**config.mk**
```make
export PLATFORM = sky130hd
export DESIGN_NAME = set_union_intersect_difference
export DESIGN_NICKNAME = d
export VERILOG_FILES = /design/src/rtl/sui_pkg.sv /design/src/rtl/sui_dp.sv /design/src/rtl/sui_ctrl.sv /design/src/rtl/set_union_intersect_difference.sv
export SDC_FILE = /design/constraint.sdc
export NUM_CORES = 2
export LEC_CHECK = 0
export BUFFER_PORTS_ARGS = -buffer_cell sky130_fd_sc_hd__buf_2
export CORE_UTILIZATION = 40
export CTS_BUF_LIST = sky130_fd_sc_hd__clkbuf_4 sky130_fd_sc_hd__clkbuf_8
export DETAILED_ROUTE_END_ITERATION = 10
export PLACE_DENSITY = 0.54
export SLEW_MARGIN = 10
export SYNTH_ARGS = -nofsm -noshare
export SYNTH_HDL_FRONTEND = slang
export SYNTH_SLANG_ARGS = --single-unit
```
**constraint.sdc**
```tcl
create_clock -name clk -period 17.7 [get_ports clk]
set_input_delay 0 -clock clk [delete_from_list [all_inputs] [get_ports clk]]
set_output_delay 0 -clock clk [all_outputs]
set_load 0.005 [all_outputs]
```
**src/rtl/sui_pkg.sv**
```systemverilog
// shared types, codes and sizes for the two-set union / intersection / difference engine
`default_nettype none

package sui_pkg;

    // capacity of each set, and the widths that follow from it
    localparam int MAX_ELEMS = 16;
    localparam int CW        = $clog2(MAX_ELEMS + 1);
    localparam int IW        = (MAX_ELEMS > 1) ? $clog2(MAX_ELEMS) : 1;

    // request codes
    localparam logic [1:0] REQ_CLEAR   = 2'd0;
    localparam logic [1:0] REQ_LOAD_A  = 2'd1;
    localparam logic [1:0] REQ_LOAD_B  = 2'd2;
    localparam logic [1:0] REQ_COMPUTE = 2'd3;

    // set operation codes
    localparam logic [1:0] OP_UNION = 2'd0;
    localparam logic [1:0] OP_INTER = 2'd1;
    localparam logic [1:0] OP_DIFF  = 2'd2;

    // result status codes
    localparam logic [2:0] ST_ACCEPTED  = 3'd0;
    localparam logic [2:0] ST_DUPLICATE = 3'd1;
    localparam logic [2:0] ST_FULL      = 3'd2;
    localparam logic [2:0] ST_ELEMENT   = 3'd3;
    localparam logic [2:0] ST_EMPTY     = 3'd4;

    typedef struct packed {
        logic [1:0]         req_type;
        logic signed [31:0] elem_value;
        logic [1:0]         set_op;
    } req_t;

    typedef struct packed {
        logic signed [31:0] out_value;
        logic [2:0]         status;
        logic               last;
    } rsp_t;

    typedef enum logic [2:0] {
        S_IDLE,
        S_DECODE,
        S_LD_SCAN,
        S_OFETCH,
        S_OKEY,
        S_CSCAN,
        S_FINISH
    } state_t;

    typedef enum logic [2:0] {
        EM_NONE,
        EM_CLEAR,
        EM_LOAD,
        EM_DECIDE,
        EM_FINISH
    } emit_t;

    // controller to datapath
    typedef struct packed {
        logic  capture;
        logic  scan_init;
        logic  scan_run;
        logic  inner_is_a;
        logic  outer_init;
        logic  rd_outer;
        logic  key_from_outer;
        emit_t emit;
    } ctl_t;

    // datapath to controller
    typedef struct packed {
        logic [1:0] req_type;
        logic [1:0] set_op;
        logic       scan_done;
        logic       outer_end;
    } stat_t;

endpackage

`default_nettype wire

```
**src/rtl/sui_dp.sv**
```systemverilog
// datapath: set stores, scan compare, pending result and output register
`default_nettype none

module sui_dp (
    input  wire logic         clk,
    input  wire logic         rst_n,
    input  wire sui_pkg::req_t cmd,
    input  wire sui_pkg::ctl_t ctl,
    output sui_pkg::stat_t    stat,
    output logic              valid,
    output sui_pkg::rsp_t     result
);

    logic [31:0] mem_a [sui_pkg::MAX_ELEMS];
    logic [31:0] mem_b [sui_pkg::MAX_ELEMS];

    sui_pkg::req_t              req_reg, req_next;
    logic [sui_pkg::CW-1:0]     cnt_a_reg, cnt_a_next;
    logic [sui_pkg::CW-1:0]     cnt_b_reg, cnt_b_next;
    logic [sui_pkg::CW-1:0]     outer_idx_reg, outer_idx_next;
    logic [sui_pkg::CW-1:0]     inner_idx_reg, inner_idx_next;
    logic                       rd_ok_reg, rd_ok_next;
    logic                       hit_reg, hit_next;
    logic                       pend_reg, pend_next;
    logic [31:0]                pend_val_reg, pend_val_next;
    logic [31:0]                key_reg, key_next;
    logic [31:0]                rd_a_reg, rd_b_reg;
    logic                       valid_reg, valid_next;
    sui_pkg::rsp_t              result_reg, result_next;

    logic [sui_pkg::CW-1:0]     inner_cnt, outer_cnt;
    logic [31:0]                rd_inner, rd_outer;
    logic [sui_pkg::IW-1:0]     addr_a, addr_b;
    logic                       scan_issue;
    logic                       match;
    logic                       take;
    logic                       full;
    logic                       load_ok;

    assign inner_cnt = ctl.inner_is_a ? cnt_a_reg : cnt_b_reg;
    assign outer_cnt = ctl.inner_is_a ? cnt_b_reg : cnt_a_reg;
    assign rd_inner  = ctl.inner_is_a ? rd_a_reg : rd_b_reg;
    assign rd_outer  = ctl.inner_is_a ? rd_b_reg : rd_a_reg;

    // one read address per store: outer fetch or scan position
    assign addr_a = (ctl.rd_outer && !ctl.inner_is_a) ? outer_idx_reg[sui_pkg::IW-1:0]
                                                       : inner_idx_reg[sui_pkg::IW-1:0];
    assign addr_b = (ctl.rd_outer && ctl.inner_is_a) ? outer_idx_reg[sui_pkg::IW-1:0]
                                                      : inner_idx_reg[sui_pkg::IW-1:0];

    assign scan_issue = ctl.scan_run && (inner_idx_reg < inner_cnt);
    assign match      = rd_ok_reg && (rd_inner == key_reg);
    assign full       = (inner_cnt == sui_pkg::CW'(sui_pkg::MAX_ELEMS));
    assign load_ok    = !hit_reg && !full;

    // first pass picks A values by set_op; union's second pass keeps B not in A
    always_comb
    begin
        if (ctl.inner_is_a)
        begin
            take = !hit_reg;
        end
        else
        begin
            unique case (req_reg.set_op)
                sui_pkg::OP_UNION: take = 1'b1;
                sui_pkg::OP_INTER: take = hit_reg;
                sui_pkg::OP_DIFF:  take = !hit_reg;
                default:           take = 1'b0;
            endcase
        end
    end

    assign stat.req_type  = req_reg.req_type;
    assign stat.set_op    = req_reg.set_op;
    assign stat.scan_done = (inner_idx_reg == inner_cnt) && !rd_ok_reg;
    assign stat.outer_end = (outer_idx_reg == outer_cnt);

    always_comb
    begin
        req_next       = req_reg;
        cnt_a_next     = cnt_a_reg;
        cnt_b_next     = cnt_b_reg;
        outer_idx_next = outer_idx_reg;
        inner_idx_next = inner_idx_reg;
        rd_ok_next     = rd_ok_reg;
        hit_next       = hit_reg;
        pend_next      = pend_reg;
        pend_val_next  = pend_val_reg;
        key_next       = key_reg;
        valid_next     = 1'b0;
        result_next    = result_reg;

        if (ctl.capture)
        begin
            req_next  = cmd;
            key_next  = cmd.elem_value;
            pend_next = 1'b0;
        end

        if (ctl.key_from_outer)
        begin
            key_next = rd_outer;
        end

        if (ctl.outer_init)
        begin
            outer_idx_next = '0;
        end

        if (ctl.scan_init)
        begin
            inner_idx_next = '0;
            rd_ok_next     = 1'b0;
            hit_next       = 1'b0;
        end
        else if (ctl.scan_run)
        begin
            rd_ok_next = scan_issue;
            hit_next   = hit_reg | match;
            if (scan_issue)
            begin
                inner_idx_next = inner_idx_reg + sui_pkg::CW'(1);
            end
        end

        unique case (ctl.emit)
            sui_pkg::EM_NONE:
            begin
            end
            sui_pkg::EM_CLEAR:
            begin
                cnt_a_next            = '0;
                cnt_b_next            = '0;
                valid_next            = 1'b1;
                result_next.out_value = '0;
                result_next.status    = sui_pkg::ST_ACCEPTED;
                result_next.last      = 1'b1;
            end
            sui_pkg::EM_LOAD:
            begin
                valid_next            = 1'b1;
                result_next.out_value = '0;
                result_next.last      = 1'b1;
                if (hit_reg)
                begin
                    result_next.status = sui_pkg::ST_DUPLICATE;
                end
                else if (full)
                begin
                    result_next.status = sui_pkg::ST_FULL;
                end
                else
                begin
                    result_next.status = sui_pkg::ST_ACCEPTED;
                    if (ctl.inner_is_a)
                    begin
                        cnt_a_next = cnt_a_reg + sui_pkg::CW'(1);
                    end
                    else
                    begin
                        cnt_b_next = cnt_b_reg + sui_pkg::CW'(1);
                    end
                end
            end
            sui_pkg::EM_DECIDE:
            begin
                outer_idx_next = outer_idx_reg + sui_pkg::CW'(1);
                if (take)
                begin
                    // held word goes out now that a later one exists
                    if (pend_reg)
                    begin
                        valid_next            = 1'b1;
                        result_next.out_value = pend_val_reg;
                        result_next.status    = sui_pkg::ST_ELEMENT;
                        result_next.last      = 1'b0;
                    end
                    pend_next     = 1'b1;
                    pend_val_next = key_reg;
                end
            end
            sui_pkg::EM_FINISH:
            begin
                valid_next       = 1'b1;
                result_next.last = 1'b1;
                pend_next        = 1'b0;
                if (pend_reg)
                begin
                    result_next.out_value = pend_val_reg;
                    result_next.status    = sui_pkg::ST_ELEMENT;
                end
                else
                begin
                    result_next.out_value = '0;
                    result_next.status    = sui_pkg::ST_EMPTY;
                end
            end
            default:
            begin
            end
        endcase
    end

    always_ff @(posedge clk or negedge rst_n)
    begin
        if (!rst_n)
        begin
            cnt_a_reg     <= '0;
            cnt_b_reg     <= '0;
            outer_idx_reg <= '0;
            inner_idx_reg <= '0;
            rd_ok_reg     <= 1'b0;
            hit_reg       <= 1'b0;
            pend_reg      <= 1'b0;
            valid_reg     <= 1'b0;
        end
        else
        begin
            cnt_a_reg     <= cnt_a_next;
            cnt_b_reg     <= cnt_b_next;
            outer_idx_reg <= outer_idx_next;
            inner_idx_reg <= inner_idx_next;
            rd_ok_reg     <= rd_ok_next;
            hit_reg       <= hit_next;
            pend_reg      <= pend_next;
            valid_reg     <= valid_next;
        end
    end

    always_ff @(posedge clk)
    begin
        req_reg      <= req_next;
        key_reg      <= key_next;
        pend_val_reg <= pend_val_next;
        result_reg   <= result_next;
    end

    // set stores, registered read
    always_ff @(posedge clk)
    begin
        if (ctl.emit == sui_pkg::EM_LOAD && load_ok && ctl.inner_is_a)
        begin
            mem_a[cnt_a_reg[sui_pkg::IW-1:0]] <= key_reg;
        end
        rd_a_reg <= mem_a[addr_a];
    end

    always_ff @(posedge clk)
    begin
        if (ctl.emit == sui_pkg::EM_LOAD && load_ok && !ctl.inner_is_a)
        begin
            mem_b[cnt_b_reg[sui_pkg::IW-1:0]] <= key_reg;
        end
        rd_b_reg <= mem_b[addr_b];
    end

    assign valid  = valid_reg;
    assign result = result_reg;

endmodule

`default_nettype wire

```
**src/rtl/sui_ctrl.sv**
```systemverilog
// controller state machine sequencing loads, clears and set operations
`default_nettype none

module sui_ctrl (
    input  wire logic           clk,
    input  wire logic           rst_n,
    input  wire logic           start,
    input  wire sui_pkg::stat_t stat,
    output sui_pkg::ctl_t       ctl,
    output logic                busy
);

    sui_pkg::state_t state_reg, state_next;
    logic            pass_reg, pass_next;

    always_ff @(posedge clk or negedge rst_n)
    begin
        if (!rst_n)
        begin
            state_reg <= sui_pkg::S_IDLE;
            pass_reg  <= 1'b0;
        end
        else
        begin
            state_reg <= state_next;
            pass_reg  <= pass_next;
        end
    end

    always_comb
    begin
        state_next         = state_reg;
        pass_next          = pass_reg;
        ctl.capture        = 1'b0;
        ctl.scan_init      = 1'b0;
        ctl.scan_run       = 1'b0;
        ctl.inner_is_a     = pass_reg;
        ctl.outer_init     = 1'b0;
        ctl.rd_outer       = 1'b0;
        ctl.key_from_outer = 1'b0;
        ctl.emit           = sui_pkg::EM_NONE;

        unique case (state_reg)
            sui_pkg::S_IDLE:
            begin
                if (start)
                begin
                    ctl.capture = 1'b1;
                    state_next  = sui_pkg::S_DECODE;
                end
            end
            sui_pkg::S_DECODE:
            begin
                unique case (stat.req_type)
                    sui_pkg::REQ_CLEAR:
                    begin
                        ctl.emit   = sui_pkg::EM_CLEAR;
                        state_next = sui_pkg::S_IDLE;
                    end
                    sui_pkg::REQ_LOAD_A, sui_pkg::REQ_LOAD_B:
                    begin
                        ctl.scan_init = 1'b1;
                        state_next    = sui_pkg::S_LD_SCAN;
                    end
                    default:
                    begin
                        pass_next      = 1'b0;
                        ctl.outer_init = 1'b1;
                        if (stat.set_op == sui_pkg::OP_UNION
                            || stat.set_op == sui_pkg::OP_INTER
                            || stat.set_op == sui_pkg::OP_DIFF)
                        begin
                            state_next = sui_pkg::S_OFETCH;
                        end
                        else
                        begin
                            state_next = sui_pkg::S_FINISH;
                        end
                    end
                endcase
            end
            sui_pkg::S_LD_SCAN:
            begin
                ctl.inner_is_a = (stat.req_type == sui_pkg::REQ_LOAD_A);
                ctl.scan_run   = 1'b1;
                if (stat.scan_done)
                begin
                    ctl.emit   = sui_pkg::EM_LOAD;
                    state_next = sui_pkg::S_IDLE;
                end
            end
            sui_pkg::S_OFETCH:
            begin
                if (stat.outer_end)
                begin
                    if (!pass_reg && stat.set_op == sui_pkg::OP_UNION)
                    begin
                        pass_next      = 1'b1;
                        ctl.outer_init = 1'b1;
                    end
                    else
                    begin
                        state_next = sui_pkg::S_FINISH;
                    end
                end
                else
                begin
                    ctl.rd_outer = 1'b1;
                    state_next   = sui_pkg::S_OKEY;
                end
            end
            sui_pkg::S_OKEY:
            begin
                ctl.key_from_outer = 1'b1;
                ctl.scan_init      = 1'b1;
                state_next         = sui_pkg::S_CSCAN;
            end
            sui_pkg::S_CSCAN:
            begin
                ctl.scan_run = 1'b1;
                if (stat.scan_done)
                begin
                    ctl.emit   = sui_pkg::EM_DECIDE;
                    state_next = sui_pkg::S_OFETCH;
                end
            end
            sui_pkg::S_FINISH:
            begin
                ctl.emit   = sui_pkg::EM_FINISH;
                state_next = sui_pkg::S_IDLE;
            end
            default:
            begin
                state_next = sui_pkg::S_IDLE;
            end
        endcase
    end

    assign busy = (state_reg != sui_pkg::S_IDLE);

endmodule

`default_nettype wire

```
**src/rtl/set_union_intersect_difference.sv**
```systemverilog
// top level of the two-set union / intersection / difference engine
`default_nettype none

// Holds two sets, A and B, of up to MAX_ELEMS distinct 32-bit values each, in
// load order. A command word is taken when start is high and busy is low.
// Every command answers with one or more result words, each shown on result
// for exactly one cycle with valid high; there is no backpressure, so the
// receiver must take every word when it appears. The final word of a command
// has last set. Clear and load commands answer with a single status word.
// A compute command streams the union (A, then the B values not in A), the
// intersection (A values found in B) or the difference (A values not in B),
// or one empty-result word if nothing qualifies or the op code is unused. A load
// scans the held entries of its set, comparing the value against them one per
// cycle through the store's registered read port. A compute walks the outer set
// and, for each outer entry, scans the other set one compare per cycle; union
// runs two passes, A against B and then B against A. The next command can be
// taken in the cycle after the last word is registered.

module set_union_intersect_difference (
    input  wire logic          clk,
    input  wire logic          rst_n,
    input  wire logic          start,
    input  wire sui_pkg::req_t cmd,
    output logic               busy,
    output logic               valid,
    output sui_pkg::rsp_t      result
);

    // command and status between sequencer and datapath
    sui_pkg::ctl_t  ctl;
    sui_pkg::stat_t stat;

    // sequencer: decodes the captured word and runs the scan loops
    sui_ctrl u_ctrl (
        .clk   (clk),
        .rst_n (rst_n),
        .start (start),
        .stat  (stat),
        .ctl   (ctl),
        .busy  (busy)
    );

    // datapath: stores, compare, held result word and output register
    sui_dp u_dp (
        .clk    (clk),
        .rst_n  (rst_n),
        .cmd    (cmd),
        .ctl    (ctl),
        .stat   (stat),
        .valid  (valid),
        .result (result)
    );

endmodule

`default_nettype wire

```
==> results.json <==
{
  "status": "finished, final reports clean",
  "grt_use_total": 0.2084,
  "design_area_um2": 54260,
  "htreeDepth": 4,
  "worstMarginPinSlew_ns": 1.241,
  "ios": 77,
  "grt_pass1_wl_um": 176700,
  "grt_use_met3": 0.03902,
  "fin_skew_ns": 0.03148,
  "final_layout_size_suffix_gt1_frac": 0.1709,
  "yosysSeqAreaShare": 0.7639,
  "power_mw": 7.693,
  "vias": 25490,
  "ff2ff_setup_slack_ns": 11.15,
  "setup_violations": 0,
  "leakagePower_nw": 21.15,
  "syn_nets": 2780,
  "start_util": 0.4039,
  "grt_antenna_before_repair": 2,
  "hp-class": "in -> reg",
  "clkPwrFrac": 0.314,
  "post_cts_resized": 0,
  "seqCellArea_um2": 35850,
  "p_sw_mw": 2.245,
  "ant_nets": 0,
  "maxSlewHeadroom": 0.1730,
  "drt_iter0_drc": 2276,
  "nFillCells": 9877,
  "synth_top_flop_cell": "edfxtp_1",
  "dieArea_um2": 118700,
  "die_w_um": 344.5,
  "post-route-drc-count": 0,
  "numPortBuffers": 76,
  "wl_per_cell_um": 26.54,
  "fin_nets": 3033,
  "crit-reg2reg-capture": "u_dp.rd_a_reg[29]",
  "combPwrFrac": 0.197,
  "reg2reg_depth": 17,
  "crit_fanout": 129,
  "syn_inst": 2718,
  "fin_crit_ns": 6.554,
  "viasPerCell": 5.473,
  "multi_input_area_um2": 10830,
  "async_flop_share": 0.02295,
  "cp-start-kind": "flip-flop",
  "globalplace.congestion": 0.8765,
  "peakVddDrop_uv": 120.3,
  "yosysTopAreaCell": "edfxtp_1",
  "hold_path_depth": 4,
  "die_y_um": 344.5,
  "dp_worst_setup_slack_ns": 11.16,
  "clk_path_buf_depth": 3,
  "yosysWarnings": 0,
  "hpwl_um": 67130,
  "path_class": "reg -> reg",
  "internal_power_mw": 5.448,
  "arrival_ns": 7.25,
  "dr.pass1.iters": 5,
  "yosysUniqueCellTypes": 50,
  "synth_area_leaders": "edfxtp_1 (72%), mux2i_1 (12%), o22ai_1 (3.4%)",
  "grt_pass1_vias": 25480,
  "clockRootBuffer": "clkbuf_8",
  "finalHoldWorstSlack_ns": 0.1089,
  "area_growth_pct": 15.61,
  "fp-row-count": 125,
  "placed_area_um2": 49650,
  "cts_setup_buffers": 0,
  "setup_slack_ns": 11.15,
  "clk_pin_slew_ns": 0.06,
  "insertion_delay_ns": 0.85,
  "synth-edff-count": 1128,
  "power_frac_seq": 0.489,
  "grt_start_max_net_pins": 145,
  "power.density_nw_per_um2": 141.8,
  "cts.sinks": 1220,
  "worstHoldStart": "cmd[31]",
  "fmax_mhz": 152.6,
  "rsz0062_at_grt": "no",
  "postCtsHoldBufs": 45,
  "cts_tree": "built",
  "worstSetupEndpointType": "flip-flop",
  "cts_buffers": 188,
  "synth_top_area_frac": 0.7217,
  "ys_seq_elements": 1220,
  "final_common_cell": "edfxtp_1",
  "swShare": 0.2918,
  "grt_util_met2": 0.3341,
  "core_area_um2": 116200,
  "required_ns": 18.40,
  "hold_end": "u_dp.key_reg[29]",
  "avgSynthCellArea_um2": 17.27,
  "grt.met1_usage": 0.2883,
  "syn_area_um2": 46940,
  "routed_wl_um": 123600,
  "maxSlewViolCount": 0,
  "final_cell_mix": "edfxtp_1 (1128), mux2i_1 (551), o22ai_1 (257)",
  "busiest_layer": "met2",
  "setup_tns_ns": 0,
  "cap_viol_max_count": 0,
  "finalCritPeriodShare": 0.3703,
  "finalHoldViolCount": 0,
  "r2r_start": "u_ctrl.state_reg[0]",
  "grt_overflow_total": 0
}
-- synth_stat cells (all sizes together), types with 19 or more instances --
cell    number
a21oi       19
a31oi       34
buf         69
clkbuf      74
dfrtp       28
dfxtp       64
edfxtp    1128
ha          23
mux2i      564
nand2      106
nor2        82
nor2b       37
o22ai      257
or4         64
xor2        39
-- power groups by stage --
| stage | clock network [mW] | logic (mW) | registers (mW) |
|---|---|---|---|
| 2_1_floorplan | 0 | 1.04 | 3.70 |
| 3_5_place_dp | 0 | 1.45 | 3.86 |
| 3_3_place_gp | 0 | 1.41 | 3.85 |
| 4_1_cts | 2.46 | 1.46 | 3.80 |
| 5_1_grt | 2.58 | 1.63 | 3.78 |
| 6_report | 2.41 | 1.52 | 3.76 |
-- area by class of cell --
class,instances,share of cell area
diodes,2,0.00009224
clock buffers,274,0.06201
clock inverters,76,0.01033
inverters,16,0.001107
multi-input cells,1339,0.1996
flip-flops and latches,1220,0.6608
well taps,1524,0.03514
repair buffers,206,0.03090
-- worst max-delay path, cell delays in order (launching register included) --
cell      delay (ns)
dfrtp_1         0.41
inv_1           0.10
ha_1            0.28
nand2b_1        0.24
a21oi_4         0.28
buf_4           0.44
mux2i_1         0.27
xor2_1          0.18
nand4_1         0.19
nand4_1         0.17
buf_4           0.32
mux2i_4         0.27
buf_4           0.67
buf_12          0.78
buf_4           0.67
mux2i_1         0.27
o22ai_1         0.11
or4_1           0.58
-- logic make-up after synthesis --
| kind of cell | count (synthesis) | share of synthesized area |
|---|---|---|
| AO/OA/AOI/OAI | 348 | 0.04641 |
| XOR/XNOR | 45 | 0.008397 |
| adder cells (fa/ha/maj) | 23 | 0.006131 |
| buffers and inverters | 159 | 0.01509 |
| flip-flops | 1220 | 0.7639 |
| multiplexers | 566 | 0.1208 |
| AND/OR/NAND/NOR | 357 | 0.03921 |
-- stage by stage --
step,instances,util
floorplan,2718,-
global placement,4246,0.4268
detailed placement,4248,0.4272
CTS,4643,0.4650
global route,4656,0.4669
finish,4657,0.4669
-- per-layer routing --
metal | wire [µm] | vias up
met5 | 0 | -
li1 | - | 11300
met1 | 54590 | 13090
met4 | 2702 | 0
met2 | 58240 | 914
met3 | 8091 | 190
-- worst max-delay path by stage --
stage,start,to,slack [ns],cells after the start
detailed placement,u_ctrl.state_reg[0],u_dp.rd_a_reg[29],11.16,17
CTS,u_ctrl.state_reg[0],u_dp.rd_a_reg[29],11.16,17
global placement,u_ctrl.state_reg[0],u_dp.rd_a_reg[29],11.41,17
finish,u_ctrl.state_reg[0],u_dp.rd_a_reg[29],11.15,17
global route,u_ctrl.state_reg[0],u_dp.rd_a_reg[29],10.76,17
floorplan,u_ctrl.state_reg[0],u_dp.mem_a[3][0],11.35,16
No activity file was read; power rests on OpenSTA's default activity.
